==> src/hdl/assert_macros.svh <==
// Assertion macros shared by the index permuter RTL.
// Define ASSERT_OFF to compile every assertion away.
`ifndef ASSERT_MACROS_SVH
`define ASSERT_MACROS_SVH
`ifndef ASSERT_OFF
// Same-cycle implication under synchronous reset.
`define ASSERT_IMPLIES(label, clk, rst, ante, cons) \
   label: assert property (@(posedge clk) disable iff (rst) (ante) |-> (cons)) \
      else $error("assertion failed");
// Next-cycle implication under synchronous reset.
`define ASSERT_NEXT(label, clk, rst, ante, cons) \
   label: assert property (@(posedge clk) disable iff (rst) (ante) |=> (cons)) \
      else $error("assertion failed");
`else
`define ASSERT_IMPLIES(label, clk, rst, ante, cons)
`define ASSERT_NEXT(label, clk, rst, ante, cons)
`endif
`endif

==> src/hdl/ff1sp_pkg.sv <==
// Package of the FF1 index permuter: constants, types and helper functions.
// Used by the channel interfaces, the core and the top level.
package ff1sp_pkg;

   localparam int MAX_RETRIES    = 16;
   localparam int SPECK_ROUNDS   = 32;
   localparam int FEISTEL_ROUNDS = 10;
   localparam int MAC_BLOCKS     = 3;

   localparam int RND_W   = $clog2(SPECK_ROUNDS);
   localparam int FR_W    = $clog2(FEISTEL_ROUNDS);
   localparam int BLK_W   = $clog2(MAC_BLOCKS);
   localparam int TRY_W   = $clog2(MAX_RETRIES + 1);
   localparam int NBITS_W = 6;
   localparam int CSR_IDX_W = 8;

   // Fixed header bytes of the FF1 P block.
   localparam logic [7:0] FF1_VERSION  = 8'h01;
   localparam logic [7:0] FF1_METHOD   = 8'h02;
   localparam logic [7:0] FF1_RADIX    = 8'h0A;
   localparam logic [7:0] FF1_TWK_LEN  = 8'h04;

   // Register indexes on the configuration port.
   localparam logic [CSR_IDX_W-1:0] CSR_MAX_BLOCKS = 8'd0;
   localparam logic [CSR_IDX_W-1:0] CSR_KEY_LOW    = 8'd1;
   localparam logic [CSR_IDX_W-1:0] CSR_KEY_HIGH   = 8'd2;

   typedef struct packed {
      logic [31:0] max_blocks;
      logic [63:0] key_low;
      logic [63:0] key_high;
   } cfg_type;

   typedef enum logic [2:0] {
      ST_IDLE,
      ST_NCALC,
      ST_SPLIT,
      ST_LOAD,
      ST_SPECK,
      ST_MIX,
      ST_CHECK,
      ST_DONE
   } state_type;

   // Mask of the m low bits, m at most 32.
   function automatic logic [31:0] low_mask(input logic [NBITS_W-1:0] m);
      low_mask = 32'((33'd1 << m) - 33'd1);
   endfunction

   // Byte reversal of a 32-bit word.
   function automatic logic [31:0] byte_swap(input logic [31:0] w);
      byte_swap = {w[7:0], w[15:8], w[23:16], w[31:24]};
   endfunction

endpackage

==> src/hdl/ff1sp_channels.sv <==
// Valid/ready channel interfaces of the FF1 index permuter.
// Depends on ff1sp_pkg for the register index width.
interface ff1sp_req_if;
   logic        valid;
   logic        ready;
   logic [31:0] index;
   logic [31:0] tweak;
   modport source (output valid, index, tweak, input ready);
   modport sink (input valid, index, tweak, output ready);
endinterface

interface ff1sp_rsp_if;
   logic        valid;
   logic        ready;
   logic [31:0] permuted_index;
   logic        gave_up;
   modport source (output valid, permuted_index, gave_up, input ready);
   modport sink (input valid, permuted_index, gave_up, output ready);
endinterface

interface ff1sp_csr_if;
   logic                            valid;
   logic                            ready;
   logic [ff1sp_pkg::CSR_IDX_W-1:0] index;
   logic [63:0]                     data;
   modport source (output valid, index, data, input ready);
   modport sink (input valid, index, data, output ready);
endinterface

==> src/hdl/ff1sp_round.sv <==
// One Speck128 round: x = (x >>> 8) + y ^ k, y = (y <<< 3) ^ x.
// Used by the data path and the on-the-fly key schedule. No dependencies.
module ff1sp_round (
   input  logic [63:0] x_in_val,
   input  logic [63:0] y_in_val,
   input  logic [63:0] key,
   output logic [63:0] x_out,
   output logic [63:0] y_out
);
   logic [63:0] x_rot;
   logic [63:0] x_new;

   // Rotate, add, key mix, then fold into y.
   assign x_rot = {x_in_val[7:0], x_in_val[63:8]};
   assign x_new = (x_rot + y_in_val) ^ key;
   assign x_out = x_new;
   assign y_out = {y_in_val[60:0], y_in_val[63:61]} ^ x_new;
endmodule

==> src/hdl/ff1sp_core.sv <==
// Sequencer and datapath of the FF1 index permuter around two Speck rounds.
// Depends on ff1sp_pkg, ff1sp_channels, ff1sp_round and assert_macros.svh.
`include "assert_macros.svh"
module ff1sp_core (
   input  logic                clock,
   input  logic                reset,
   input  ff1sp_pkg::cfg_type  cfg,
   ff1sp_req_if.sink           req_if,
   ff1sp_rsp_if.source         rsp_if
);
   ff1sp_pkg::state_type state_ff, state_in;

   logic [31:0] idx_ff, idx_in;
   logic [31:0] tweak_ff, tweak_in;
   logic [31:0] cur_ff, cur_in;
   logic [31:0] t_ff, t_in;
   logic [ff1sp_pkg::NBITS_W-1:0] n_ff, n_in;
   logic [31:0] a_ff, a_in;
   logic [31:0] b_ff, b_in;
   logic [63:0] lo_ff, lo_in;
   logic [63:0] hi_ff, hi_in;
   logic [63:0] k_ff, k_in;
   logic [63:0] l_ff, l_in;
   logic [ff1sp_pkg::RND_W-1:0] r_ff, r_in;
   logic [ff1sp_pkg::BLK_W-1:0] blk_ff, blk_in;
   logic [ff1sp_pkg::FR_W-1:0]  fr_ff, fr_in;
   logic [ff1sp_pkg::TRY_W-1:0] tries_ff, tries_in;
   logic [31:0] perm_ff, perm_in;
   logic        gave_ff, gave_in;

   logic [ff1sp_pkg::NBITS_W-1:0] u_half;
   logic [ff1sp_pkg::NBITS_W-1:0] v_half;
   logic [ff1sp_pkg::NBITS_W-1:0] m_half;
   logic [63:0] hi_rnd, lo_rnd, l_rnd, k_rnd;
   logic [63:0] blk_lo, blk_hi;
   logic [31:0] n_word, y_val, c_val, walked;

   // Data round and key schedule round, advanced in lockstep.
   ff1sp_round u_data_round (
      .x_in_val (hi_ff), .y_in_val (lo_ff), .key (k_ff),
      .x_out (hi_rnd), .y_out (lo_rnd)
   );
   ff1sp_round u_key_round (
      .x_in_val (l_ff), .y_in_val (k_ff), .key (64'(r_ff)),
      .x_out (l_rnd), .y_out (k_rnd)
   );

   // Half widths and the per-round modulus.
   assign u_half = n_ff >> 1;
   assign v_half = n_ff - u_half;
   assign m_half = fr_ff[0] ? v_half : u_half;
   assign n_word = 32'(n_ff);
   assign y_val  = ff1sp_pkg::byte_swap(lo_ff[31:0]);
   assign c_val  = (a_ff + y_val) & ff1sp_pkg::low_mask(m_half);
   assign walked = (a_ff << v_half) | b_ff;

   // Message block words of P || Q, loaded little-endian.
   always_comb begin
      case (blk_ff)
         2'd0: begin
            blk_lo = {n_word[15:8], n_word[23:16], n_word[31:24], ff1sp_pkg::FF1_RADIX,
                      ff1sp_pkg::FF1_METHOD, 8'h00, 8'h00, ff1sp_pkg::FF1_VERSION};
            blk_hi = {32'h0, ff1sp_pkg::FF1_TWK_LEN, 8'h00, 8'h00, n_word[7:0]};
         end
         2'd1: begin
            blk_lo = {32'h0, ff1sp_pkg::byte_swap(tweak_ff)};
            blk_hi = {8'(fr_ff), 56'h0};
         end
         2'd2: begin
            blk_lo = {32'h0, ff1sp_pkg::byte_swap(b_ff)};
            blk_hi = 64'h0;
         end
         default: begin
            blk_lo = 64'h0;
            blk_hi = 64'h0;
         end
      endcase
   end

   // State register and datapath registers.
   always_ff @(posedge clock) begin
      if (reset) begin
         state_ff <= ff1sp_pkg::ST_IDLE;
      end else begin
         state_ff <= state_in;
      end
      idx_ff   <= idx_in;
      tweak_ff <= tweak_in;
      cur_ff   <= cur_in;
      t_ff     <= t_in;
      n_ff     <= n_in;
      a_ff     <= a_in;
      b_ff     <= b_in;
      lo_ff    <= lo_in;
      hi_ff    <= hi_in;
      k_ff     <= k_in;
      l_ff     <= l_in;
      r_ff     <= r_in;
      blk_ff   <= blk_in;
      fr_ff    <= fr_in;
      tries_ff <= tries_in;
      perm_ff  <= perm_in;
      gave_ff  <= gave_in;
   end

   // Next state and datapath control.
   always_comb begin
      state_in = state_ff;
      idx_in   = idx_ff;
      tweak_in = tweak_ff;
      cur_in   = cur_ff;
      t_in     = t_ff;
      n_in     = n_ff;
      a_in     = a_ff;
      b_in     = b_ff;
      lo_in    = lo_ff;
      hi_in    = hi_ff;
      k_in     = k_ff;
      l_in     = l_ff;
      r_in     = r_ff;
      blk_in   = blk_ff;
      fr_in    = fr_ff;
      tries_in = tries_ff;
      perm_in  = perm_ff;
      gave_in  = gave_ff;
      req_if.ready = 1'b0;
      rsp_if.valid = 1'b0;
      case (state_ff)
         ff1sp_pkg::ST_IDLE: begin
            req_if.ready = 1'b1;
            if (req_if.valid) begin
               idx_in   = req_if.index;
               cur_in   = req_if.index;
               tweak_in = req_if.tweak;
               tries_in = '0;
               gave_in  = 1'b0;
               perm_in  = req_if.index;
               t_in     = cfg.max_blocks - 32'd1;
               n_in     = '0;
               // Out-of-domain index or trivial domain passes through.
               if (req_if.index >= cfg.max_blocks || cfg.max_blocks <= 32'd1) begin
                  state_in = ff1sp_pkg::ST_DONE;
               end else begin
                  state_in = ff1sp_pkg::ST_NCALC;
               end
            end
         end
         ff1sp_pkg::ST_NCALC: begin
            // Bit length of max_blocks - 1, one bit a cycle.
            if (t_ff != 32'd0) begin
               t_in = t_ff >> 1;
               n_in = n_ff + 1'b1;
            end else begin
               state_in = ff1sp_pkg::ST_SPLIT;
            end
         end
         ff1sp_pkg::ST_SPLIT: begin
            a_in     = cur_ff >> v_half;
            b_in     = cur_ff & ff1sp_pkg::low_mask(v_half);
            fr_in    = '0;
            blk_in   = '0;
            state_in = ff1sp_pkg::ST_LOAD;
         end
         ff1sp_pkg::ST_LOAD: begin
            // Chain the next block in; the first block starts from a zero IV.
            if (blk_ff == '0) begin
               lo_in = blk_lo;
               hi_in = blk_hi;
            end else begin
               lo_in = lo_ff ^ blk_lo;
               hi_in = hi_ff ^ blk_hi;
            end
            k_in     = cfg.key_low;
            l_in     = cfg.key_high;
            r_in     = '0;
            state_in = ff1sp_pkg::ST_SPECK;
         end
         ff1sp_pkg::ST_SPECK: begin
            hi_in = hi_rnd;
            lo_in = lo_rnd;
            k_in  = k_rnd;
            l_in  = l_rnd;
            r_in  = r_ff + 1'b1;
            if (r_ff == ff1sp_pkg::RND_W'(ff1sp_pkg::SPECK_ROUNDS - 1)) begin
               if (blk_ff == ff1sp_pkg::BLK_W'(ff1sp_pkg::MAC_BLOCKS - 1)) begin
                  state_in = ff1sp_pkg::ST_MIX;
               end else begin
                  blk_in   = blk_ff + 1'b1;
                  state_in = ff1sp_pkg::ST_LOAD;
               end
            end
         end
         ff1sp_pkg::ST_MIX: begin
            // Feistel update of the two halves.
            a_in   = b_ff;
            b_in   = c_val;
            blk_in = '0;
            if (fr_ff == ff1sp_pkg::FR_W'(ff1sp_pkg::FEISTEL_ROUNDS - 1)) begin
               state_in = ff1sp_pkg::ST_CHECK;
            end else begin
               fr_in    = fr_ff + 1'b1;
               state_in = ff1sp_pkg::ST_LOAD;
            end
         end
         ff1sp_pkg::ST_CHECK: begin
            // Cycle walking: retry with the next tweak while out of range.
            if (walked < cfg.max_blocks) begin
               perm_in  = walked;
               state_in = ff1sp_pkg::ST_DONE;
            end else if (tries_ff == ff1sp_pkg::TRY_W'(ff1sp_pkg::MAX_RETRIES)) begin
               perm_in  = idx_ff;
               gave_in  = 1'b1;
               state_in = ff1sp_pkg::ST_DONE;
            end else begin
               tweak_in = tweak_ff + 32'd1;
               tries_in = tries_ff + 1'b1;
               cur_in   = walked;
               state_in = ff1sp_pkg::ST_SPLIT;
            end
         end
         ff1sp_pkg::ST_DONE: begin
            rsp_if.valid = 1'b1;
            if (rsp_if.ready) begin
               state_in = ff1sp_pkg::ST_IDLE;
            end
         end
         default: begin
            state_in = ff1sp_pkg::ST_IDLE;
         end
      endcase
   end

   assign rsp_if.permuted_index = perm_ff;
   assign rsp_if.gave_up        = gave_ff;

   // Checks on the sequencer.
   `ASSERT_IMPLIES(a_one_item, clock, reset, rsp_if.valid, !req_if.ready)
   `ASSERT_IMPLIES(a_gave_up_index, clock, reset, rsp_if.valid && rsp_if.gave_up,
      rsp_if.permuted_index == idx_ff)
   `ASSERT_IMPLIES(a_width_range, clock, reset, state_ff == ff1sp_pkg::ST_SPLIT,
      n_ff >= 6'd1 && n_ff <= 6'd32)
   `ASSERT_NEXT(a_single_result, clock, reset, rsp_if.valid && rsp_if.ready, !rsp_if.valid)
endmodule

==> src/hdl/ff1sp_csr.sv <==
// Configuration registers of the FF1 index permuter.
// Depends on ff1sp_pkg and ff1sp_channels.
module ff1sp_csr (
   input  logic               clock,
   input  logic               reset,
   ff1sp_csr_if.sink          csr_if,
   output ff1sp_pkg::cfg_type cfg
);
   ff1sp_pkg::cfg_type cfg_ff, cfg_in;

   // Register file; writes to unknown indexes are dropped.
   always_comb begin
      cfg_in = cfg_ff;
      if (csr_if.valid) begin
         case (csr_if.index)
            ff1sp_pkg::CSR_MAX_BLOCKS: cfg_in.max_blocks = csr_if.data[31:0];
            ff1sp_pkg::CSR_KEY_LOW:    cfg_in.key_low    = csr_if.data;
            ff1sp_pkg::CSR_KEY_HIGH:   cfg_in.key_high   = csr_if.data;
            default:                   cfg_in = cfg_ff;
         endcase
      end
   end

   always_ff @(posedge clock) begin
      if (reset) begin
         cfg_ff <= '0;
      end else begin
         cfg_ff <= cfg_in;
      end
   end

   assign csr_if.ready = 1'b1;
   assign cfg          = cfg_ff;
endmodule

==> src/hdl/ff1_speck_index_permuter_unit.sv <==
// Top level of the FF1 index permuter over Speck128/128.
// Depends on ff1sp_pkg, ff1sp_channels, ff1sp_csr and ff1sp_core.
//
// Maps each index below max_blocks through a keyed FF1 permutation of
// 0..max_blocks-1 and returns one result item per input item. The block takes
// one item at a time: req ready is low from acceptance until the result item
// is taken. An item that passes through has its result valid in the cycle
// after acceptance. A permuted item first has the bit count of max_blocks - 1
// found, then goes through up to 17 walks. Each walk splits the index, runs 10
// Feistel rounds of 3 Speck blocks (each a load and 32 Speck rounds, data and
// key schedule round units in lockstep) with a mix per Feistel round, and then
// checks the range; its result is valid in the cycle after the last walk.
// The user must write configuration only while the block is idle; the block itself does not enforce this.
module ff1_speck_index_permuter_unit (
   input  logic         clock,
   input  logic         reset,
   ff1sp_req_if.sink    req_if,
   ff1sp_rsp_if.source  rsp_if,
   ff1sp_csr_if.sink    csr_if
);
   ff1sp_pkg::cfg_type cfg;

   ff1sp_csr u_csr (
      .clock  (clock),
      .reset  (reset),
      .csr_if (csr_if),
      .cfg    (cfg)
   );

   ff1sp_core u_core (
      .clock  (clock),
      .reset  (reset),
      .cfg    (cfg),
      .req_if (req_if),
      .rsp_if (rsp_if)
   );
endmodule
==> src/flat_wrapper.sv <==
// flat-port wrapper written by rule: the top's interface ports become plain ports
module ff1_speck_index_permuter_unit_flat 
  (clock, reset, req_if_valid, req_if_index, req_if_tweak, req_if_ready, rsp_if_valid, rsp_if_permuted_index, rsp_if_gave_up, rsp_if_ready, csr_if_valid, csr_if_index, csr_if_data, csr_if_ready);
  ff1sp_req_if req_if_i ();
  ff1sp_rsp_if rsp_if_i ();
  ff1sp_csr_if csr_if_i ();
  input  logic clock;
  input  logic reset;
  input wire logic [$bits(req_if_i.valid)-1:0] req_if_valid;
  input wire logic [$bits(req_if_i.index)-1:0] req_if_index;
  input wire logic [$bits(req_if_i.tweak)-1:0] req_if_tweak;
  output wire logic [$bits(req_if_i.ready)-1:0] req_if_ready;
  output wire logic [$bits(rsp_if_i.valid)-1:0] rsp_if_valid;
  output wire logic [$bits(rsp_if_i.permuted_index)-1:0] rsp_if_permuted_index;
  output wire logic [$bits(rsp_if_i.gave_up)-1:0] rsp_if_gave_up;
  input wire logic [$bits(rsp_if_i.ready)-1:0] rsp_if_ready;
  input wire logic [$bits(csr_if_i.valid)-1:0] csr_if_valid;
  input wire logic [$bits(csr_if_i.index)-1:0] csr_if_index;
  input wire logic [$bits(csr_if_i.data)-1:0] csr_if_data;
  output wire logic [$bits(csr_if_i.ready)-1:0] csr_if_ready;
  assign req_if_i.valid = req_if_valid;
  assign req_if_i.index = req_if_index;
  assign req_if_i.tweak = req_if_tweak;
  assign req_if_ready = req_if_i.ready;
  assign rsp_if_valid = rsp_if_i.valid;
  assign rsp_if_permuted_index = rsp_if_i.permuted_index;
  assign rsp_if_gave_up = rsp_if_i.gave_up;
  assign rsp_if_i.ready = rsp_if_ready;
  assign csr_if_i.valid = csr_if_valid;
  assign csr_if_i.index = csr_if_index;
  assign csr_if_i.data = csr_if_data;
  assign csr_if_ready = csr_if_i.ready;
  ff1_speck_index_permuter_unit u_core (.clock(clock), .reset(reset), .req_if(req_if_i), .rsp_if(rsp_if_i), .csr_if(csr_if_i));
endmodule
==> config.mk <==
export PLATFORM = sky130hd
export DESIGN_NAME = ff1_speck_index_permuter_unit_flat
export DESIGN_NICKNAME = d
export VERILOG_FILES = /design/src/hdl/ff1sp_pkg.sv /design/src/hdl/ff1sp_channels.sv /design/src/hdl/ff1sp_round.sv /design/src/hdl/ff1sp_core.sv /design/src/hdl/ff1sp_csr.sv /design/src/hdl/ff1_speck_index_permuter_unit.sv /design/src/flat_wrapper.sv
export VERILOG_INCLUDE_DIRS = /design/src /design/src/hdl
export SDC_FILE = /design/constraint.sdc
export NUM_CORES = 2
export LEC_CHECK = 0
export ABC_AREA = 1
export BUFFER_PORTS_ARGS = -buffer_cell sky130_fd_sc_hd__buf_2
export CELL_PAD_IN_SITES_DETAIL_PLACEMENT = 1
export CELL_PAD_IN_SITES_GLOBAL_PLACEMENT = 2
export CORE_AREA = 3 3 339 341
export CTS_BUF_LIST = sky130_fd_sc_hd__clkbuf_4
export DETAILED_ROUTE_END_ITERATION = 12
export DIE_AREA = 0 0 342 344
export GPL_TIMING_DRIVEN = 1
export HOLD_SLACK_MARGIN = 0.02
export PLACE_DENSITY_LB_ADDON = 0.1
export SLEW_MARGIN = 10
export SYNTH_ARGS = -nofsm -noshare
export SYNTH_HDL_FRONTEND = slang
export SYNTH_SLANG_ARGS = --single-unit
==> constraint.sdc <==
create_clock -name clock -period 11.5 [get_ports clock]
set_input_delay 3.45 -clock clock [delete_from_list [all_inputs] [get_ports clock]]
set_output_delay 3.45 -clock clock [all_outputs]
set_load 0.01 [all_outputs]
==> impl_metrics.sql <==
INSERT INTO impl_metrics (metric_group, metric, value, unit) VALUES
('routing', 'detailroute.wirelength.met2', '86.5', 'mm'),
('logic_synthesis', 'postSynth.asyncResetShare', '0', ''),
('global_route', 'grt_start_max_net_pins', '184', ''),
('sta', 'min_period', '7.26', 'ns'),
('routing', 'met3WireLength', '16.0', 'mm'),
('sta', 'final_min_period_over_clock_period', '0.631', ''),
('routing', 'met1_length', '94.7', 'mm'),
('global_route', 'grt_first_pass_wirelength', '296', 'mm'),
('logic_synthesis', 'synth-edff-count', '503', ''),
('sta', 'setup-tns-final', '0', 'ns'),
('clock_network', 'cts_setup_buffers', '0', ''),
('global_route', 'gr-usage-all-layers', '0.340', ''),
('sta', 'transition_at_the_pin_with_the_smallest_max_transition_slack', '1.32', 'ns'),
('routing', 'first_pass_iters', '5', ''),
('clock_network', 'clkSlewWorstSetupHoldPaths', '0.07', 'ns'),
('setup_path', 'timing.critical_path.required', '12.33', 'ns'),
('clock_network', 'holdBufCountCts', '0', ''),
('setup_path', 'reg2regPathDepth', '22', ''),
('sta', 'final_max_slew_viol_count', '0', ''),
('clock_network', 'clock_insertion_delay_worst_skew', '1.22', 'ns'),
('routing', 'post_drt_wl_per_cell', '25.6', 'um'),
('hold_path', 'worst_hold_path.num_cells', '2', ''),
('logic_synthesis', 'synthTopCellsByCount', 'sky130_fd_sc_hd__nand2_1 (1292), sky130_fd_sc_hd__nor2_1 (690), sky130_fd_sc_hd__inv_1 (646)', ''),
('outcome', 'run_status', 'finished clean', ''),
('routing', 'viasPerCell', '5.76', ''),
('sta', 'rsz0062_at_grt', 'false', ''),
('clock_network', 'count_of_h_tree_levels_built_during_cts', '4', ''),
('sta', 'timing.final.setup_violations', '0', ''),
('logic_synthesis', 'post_synth_instance_area', '47000', 'um2'),
('setup_path', 'crit_type', 'reg -> reg', ''),
('hold_path', 'min-delay-path-class', 'reg -> reg', ''),
('cells_and_area', 'areaGrowthSynthToFinish', '10.3', '%'),
('global_route', 'antenna_violations_before_repair', '13', ''),
('floorplan', 'initial_utilization', '0.419', ''),
('logic_synthesis', 'synthCells', '6128', ''),
('setup_path', 'critical_path.max_fanout', '36', ''),
('global_route', 'first_global_vias', '45300', ''),
('logic_synthesis', 'synth.ff_latch_count', '666', ''),
('routing', 'drt-total-wl', '204', 'mm'),
('logic_synthesis', 'post-synth-top-area-cell', 'sky130_fd_sc_hd__edfxtp_1', ''),
('routing', 'num_vias', '46000', ''),
('setup_path', 'rrSetupSlack', '4.24', 'ns'),
('logic_synthesis', 'synth_area_per_cell', '7.67', 'um2'),
('floorplan', 'x_dimension_of_the_die', '342', 'um'),
('logic_synthesis', 'number_of_distinct_library_cell_variants_in_the_gate_level_netlist_after_synthesis', '68', ''),
('setup_path', 'r2r-end', 'u_core.u_core.tries_ff[3]$_SDFFCE_PN0P_', ''),
('clock_network', 'ctsRootBufferMaster', 'sky130_fd_sc_hd__clkbuf_4', ''),
('setup_path', 'endpoint_class_of_the_critical_path', 'flip-flop', ''),
('logic_synthesis', 'top_count_cell_post_synth', 'sky130_fd_sc_hd__nand2_1', ''),
('sta', 'finalHoldViolations', '0', ''),
('logic_synthesis', 'share_of_synthesized_area_occupied_by_flip_flops_and_latches', '0.391', ''),
('floorplan', 'chipHeight', '344', 'um'),
('placement', 'final_weighted_congestion_of_routability_driven_global_placement', '0.991', ''),
('flow_run', 'count_of_maximum_capacitance_violations', '0', ''),
('clock_network', 'cts_tree', 'done', ''),
('floorplan', 'core.rowCount', '123', ''),
('floorplan', 'die_area', '118000', 'um2'),
('placement', 'dp.final_hpwl', '163', 'mm'),
('routing', 'routed.top_layer', 'met5', ''),
('global_route', 'grt_overflow', '0', ''),
('setup_path', 'worst_setup_path_start_kind', 'flip-flop', ''),
('clock_network', 'tritoncts.num_buffers', '192', ''),
('sta', 'max_freq', '138', 'MHz'),
('clock_network', 'maximum_count_of_clock_buffers_along_a_single_path', '3', ''),
('logic_synthesis', 'synthTopCellsByArea', 'sky130_fd_sc_hd__edfxtp_1 (32%), sky130_fd_sc_hd__nand2_1 (10%), sky130_fd_sc_hd__dfxtp_1 (6.9%)', ''),
('logic_synthesis', 'ys_dominant_reg_cell', 'sky130_fd_sc_hd__edfxtp_1', ''),
('logic_synthesis', 'synth-warning-count', '0', ''),
('routing', 'drt_iter0_markers', '4381', ''),
('routing', 'route.detailed.drc', '0', ''),
('cells_and_area', 'layout-drive-gt1-share', '0.112', ''),
('clock_network', 'cts.sink_count', '666', '');
==> metrics by stage <==
| step | instance area, um2 | setup WS (ns) | utilization | hold WS, ns | std cells |
|---|---|---|---|---|---|
| floorplan | 47000 | 4.04 | - | 0.467 | 6128 |
| global placement | 49200 | 4.48 | 0.439 | 0.479 | 7613 |
| detailed placement | 49200 | 4.34 | 0.439 | 0.481 | 7613 |
| CTS | 51800 | 4.26 | 0.462 | 0.489 | 7971 |
| global route | 51800 | 3.68 | 0.462 | 0.511 | 7977 |
| finish | 51800 | 4.24 | 0.462 | 0.491 | 7978 |
==> worst max-delay path: stages (launching register included) <==
cell                       delay [ns]
sky130_fd_sc_hd__edfxtp_1        0.45
sky130_fd_sc_hd__inv_1           0.11
sky130_fd_sc_hd__ha_2            0.21
sky130_fd_sc_hd__fa_2            0.74
sky130_fd_sc_hd__inv_1           0.54
sky130_fd_sc_hd__nor2_1          0.50
sky130_fd_sc_hd__inv_1           0.14
sky130_fd_sc_hd__o22ai_1         0.16
sky130_fd_sc_hd__o21ai_0         0.12
sky130_fd_sc_hd__o21ai_0         0.11
sky130_fd_sc_hd__o21ai_0         0.10
sky130_fd_sc_hd__a221oi_1        0.61
sky130_fd_sc_hd__inv_1           0.13
sky130_fd_sc_hd__ha_1            0.33
sky130_fd_sc_hd__nand4_1         0.12
sky130_fd_sc_hd__nor3_1          0.38
sky130_fd_sc_hd__nand2_1         0.09
sky130_fd_sc_hd__nor3_1          0.19
sky130_fd_sc_hd__nand2_2         0.08
sky130_fd_sc_hd__nand3_1         0.20
sky130_fd_sc_hd__nand2_1         0.14
sky130_fd_sc_hd__nor2_4          0.83
sky130_fd_sc_hd__buf_4           0.54
==> worst max path at each step <==
stage	from	end
final	u_core.u_core.n_ff[0]$_SDFFCE_PN0P_	u_core.u_core.tries_ff[3]$_SDFFCE_PN0P_
after floorplan	u_core.u_core.blk_ff[0]$_SDFFCE_PN0P_	u_core.u_core.hi_ff[10]$_DFFE_PP_
after CTS	u_core.u_core.n_ff[0]$_SDFFCE_PN0P_	u_core.u_core.tries_ff[3]$_SDFFCE_PN0P_
after global placement	u_core.u_core.n_ff[1]$_SDFFCE_PN0P_	u_core.u_core.tries_ff[2]$_SDFFCE_PN0P_
after detailed placement	u_core.u_core.n_ff[0]$_SDFFCE_PN0P_	u_core.u_core.tries_ff[4]$_SDFFCE_PN0P_
after global routing	u_core.u_core.n_ff[0]$_SDFFCE_PN0P_	u_core.u_core.cur_ff[8]$_DFFE_PP_
==> cell families after synthesis <==
kind of cell / Yosys count / share of synthesized area
AO/OA/AOI/OAI: 1425 / 0.176
XOR/XNOR: 244 / 0.0455
adder cells (fa/ha/maj): 248 / 0.0667
buffers and inverters: 909 / 0.0746
flip-flops: 666 / 0.391
multiplexers: 63 / 0.0134
other: 1 / 0.0000798
AND/OR/NAND/NOR: 2572 / 0.233
==> flip-flops by register name, indices dropped and copies added, names as in the netlist, 62 cells and up, named ones only <==
| register | flops |
|---|---|
| u_core.u_core.hi_ff | 63 |
| u_core.u_core.k_ff | 64 |
| u_core.u_core.l_ff | 64 |
| u_core.u_core.lo_ff | 62 |
| u_core.u_csr.cfg | 160 |
==> final cells by class <==
class | count | area [um2]
diodes | 7 | 17.5
clock buffers | 301 | 2260
clock inverters | 57 | 347
fillers | 14100 | 60400
inverters | 683 | 2570
multi-input cells | 4553 | 25200
flip-flops and latches | 666 | 18400
well taps | 1500 | 1880
repair buffers | 211 | 1170
==> cell usage in the layout, fill, tap and decap left out, types with 33 or more instances in the layout <==
cell,n
sky130_fd_sc_hd__nand2_1,1289
sky130_fd_sc_hd__ha_1,243
sky130_fd_sc_hd__inv_1,644
sky130_fd_sc_hd__o211ai_1,43
sky130_fd_sc_hd__inv_2,34
sky130_fd_sc_hd__nand4_1,91
sky130_fd_sc_hd__o21ai_0,521
sky130_fd_sc_hd__nor2_1,684
sky130_fd_sc_hd__buf_2,174
sky130_fd_sc_hd__nand3_1,235
sky130_fd_sc_hd__clkbuf_4,301
sky130_fd_sc_hd__o22ai_1,53
sky130_fd_sc_hd__clkinv_1,33
sky130_fd_sc_hd__nor3_1,74
sky130_fd_sc_hd__or2_2,63
sky130_fd_sc_hd__edfxtp_1,503
sky130_fd_sc_hd__a31oi_1,47
sky130_fd_sc_hd__o21ai_1,47
sky130_fd_sc_hd__a21oi_1,403
sky130_fd_sc_hd__mux2i_1,63
sky130_fd_sc_hd__buf_4,35
sky130_fd_sc_hd__xor2_1,171
sky130_fd_sc_hd__a211oi_1,134
sky130_fd_sc_hd__dfxtp_1,163
sky130_fd_sc_hd__xnor2_1,73
==> metal layers <==
layer	vias to the layer above	track usage
li1	21500	-
met1	22500	0.493
met2	1632	0.505
met3	332	0.0621
met4	6	0.120
met5	-	0
Power is not shown: default switching activity piles up to over one toggle a cycle in this logic, so the estimate is an artifact.
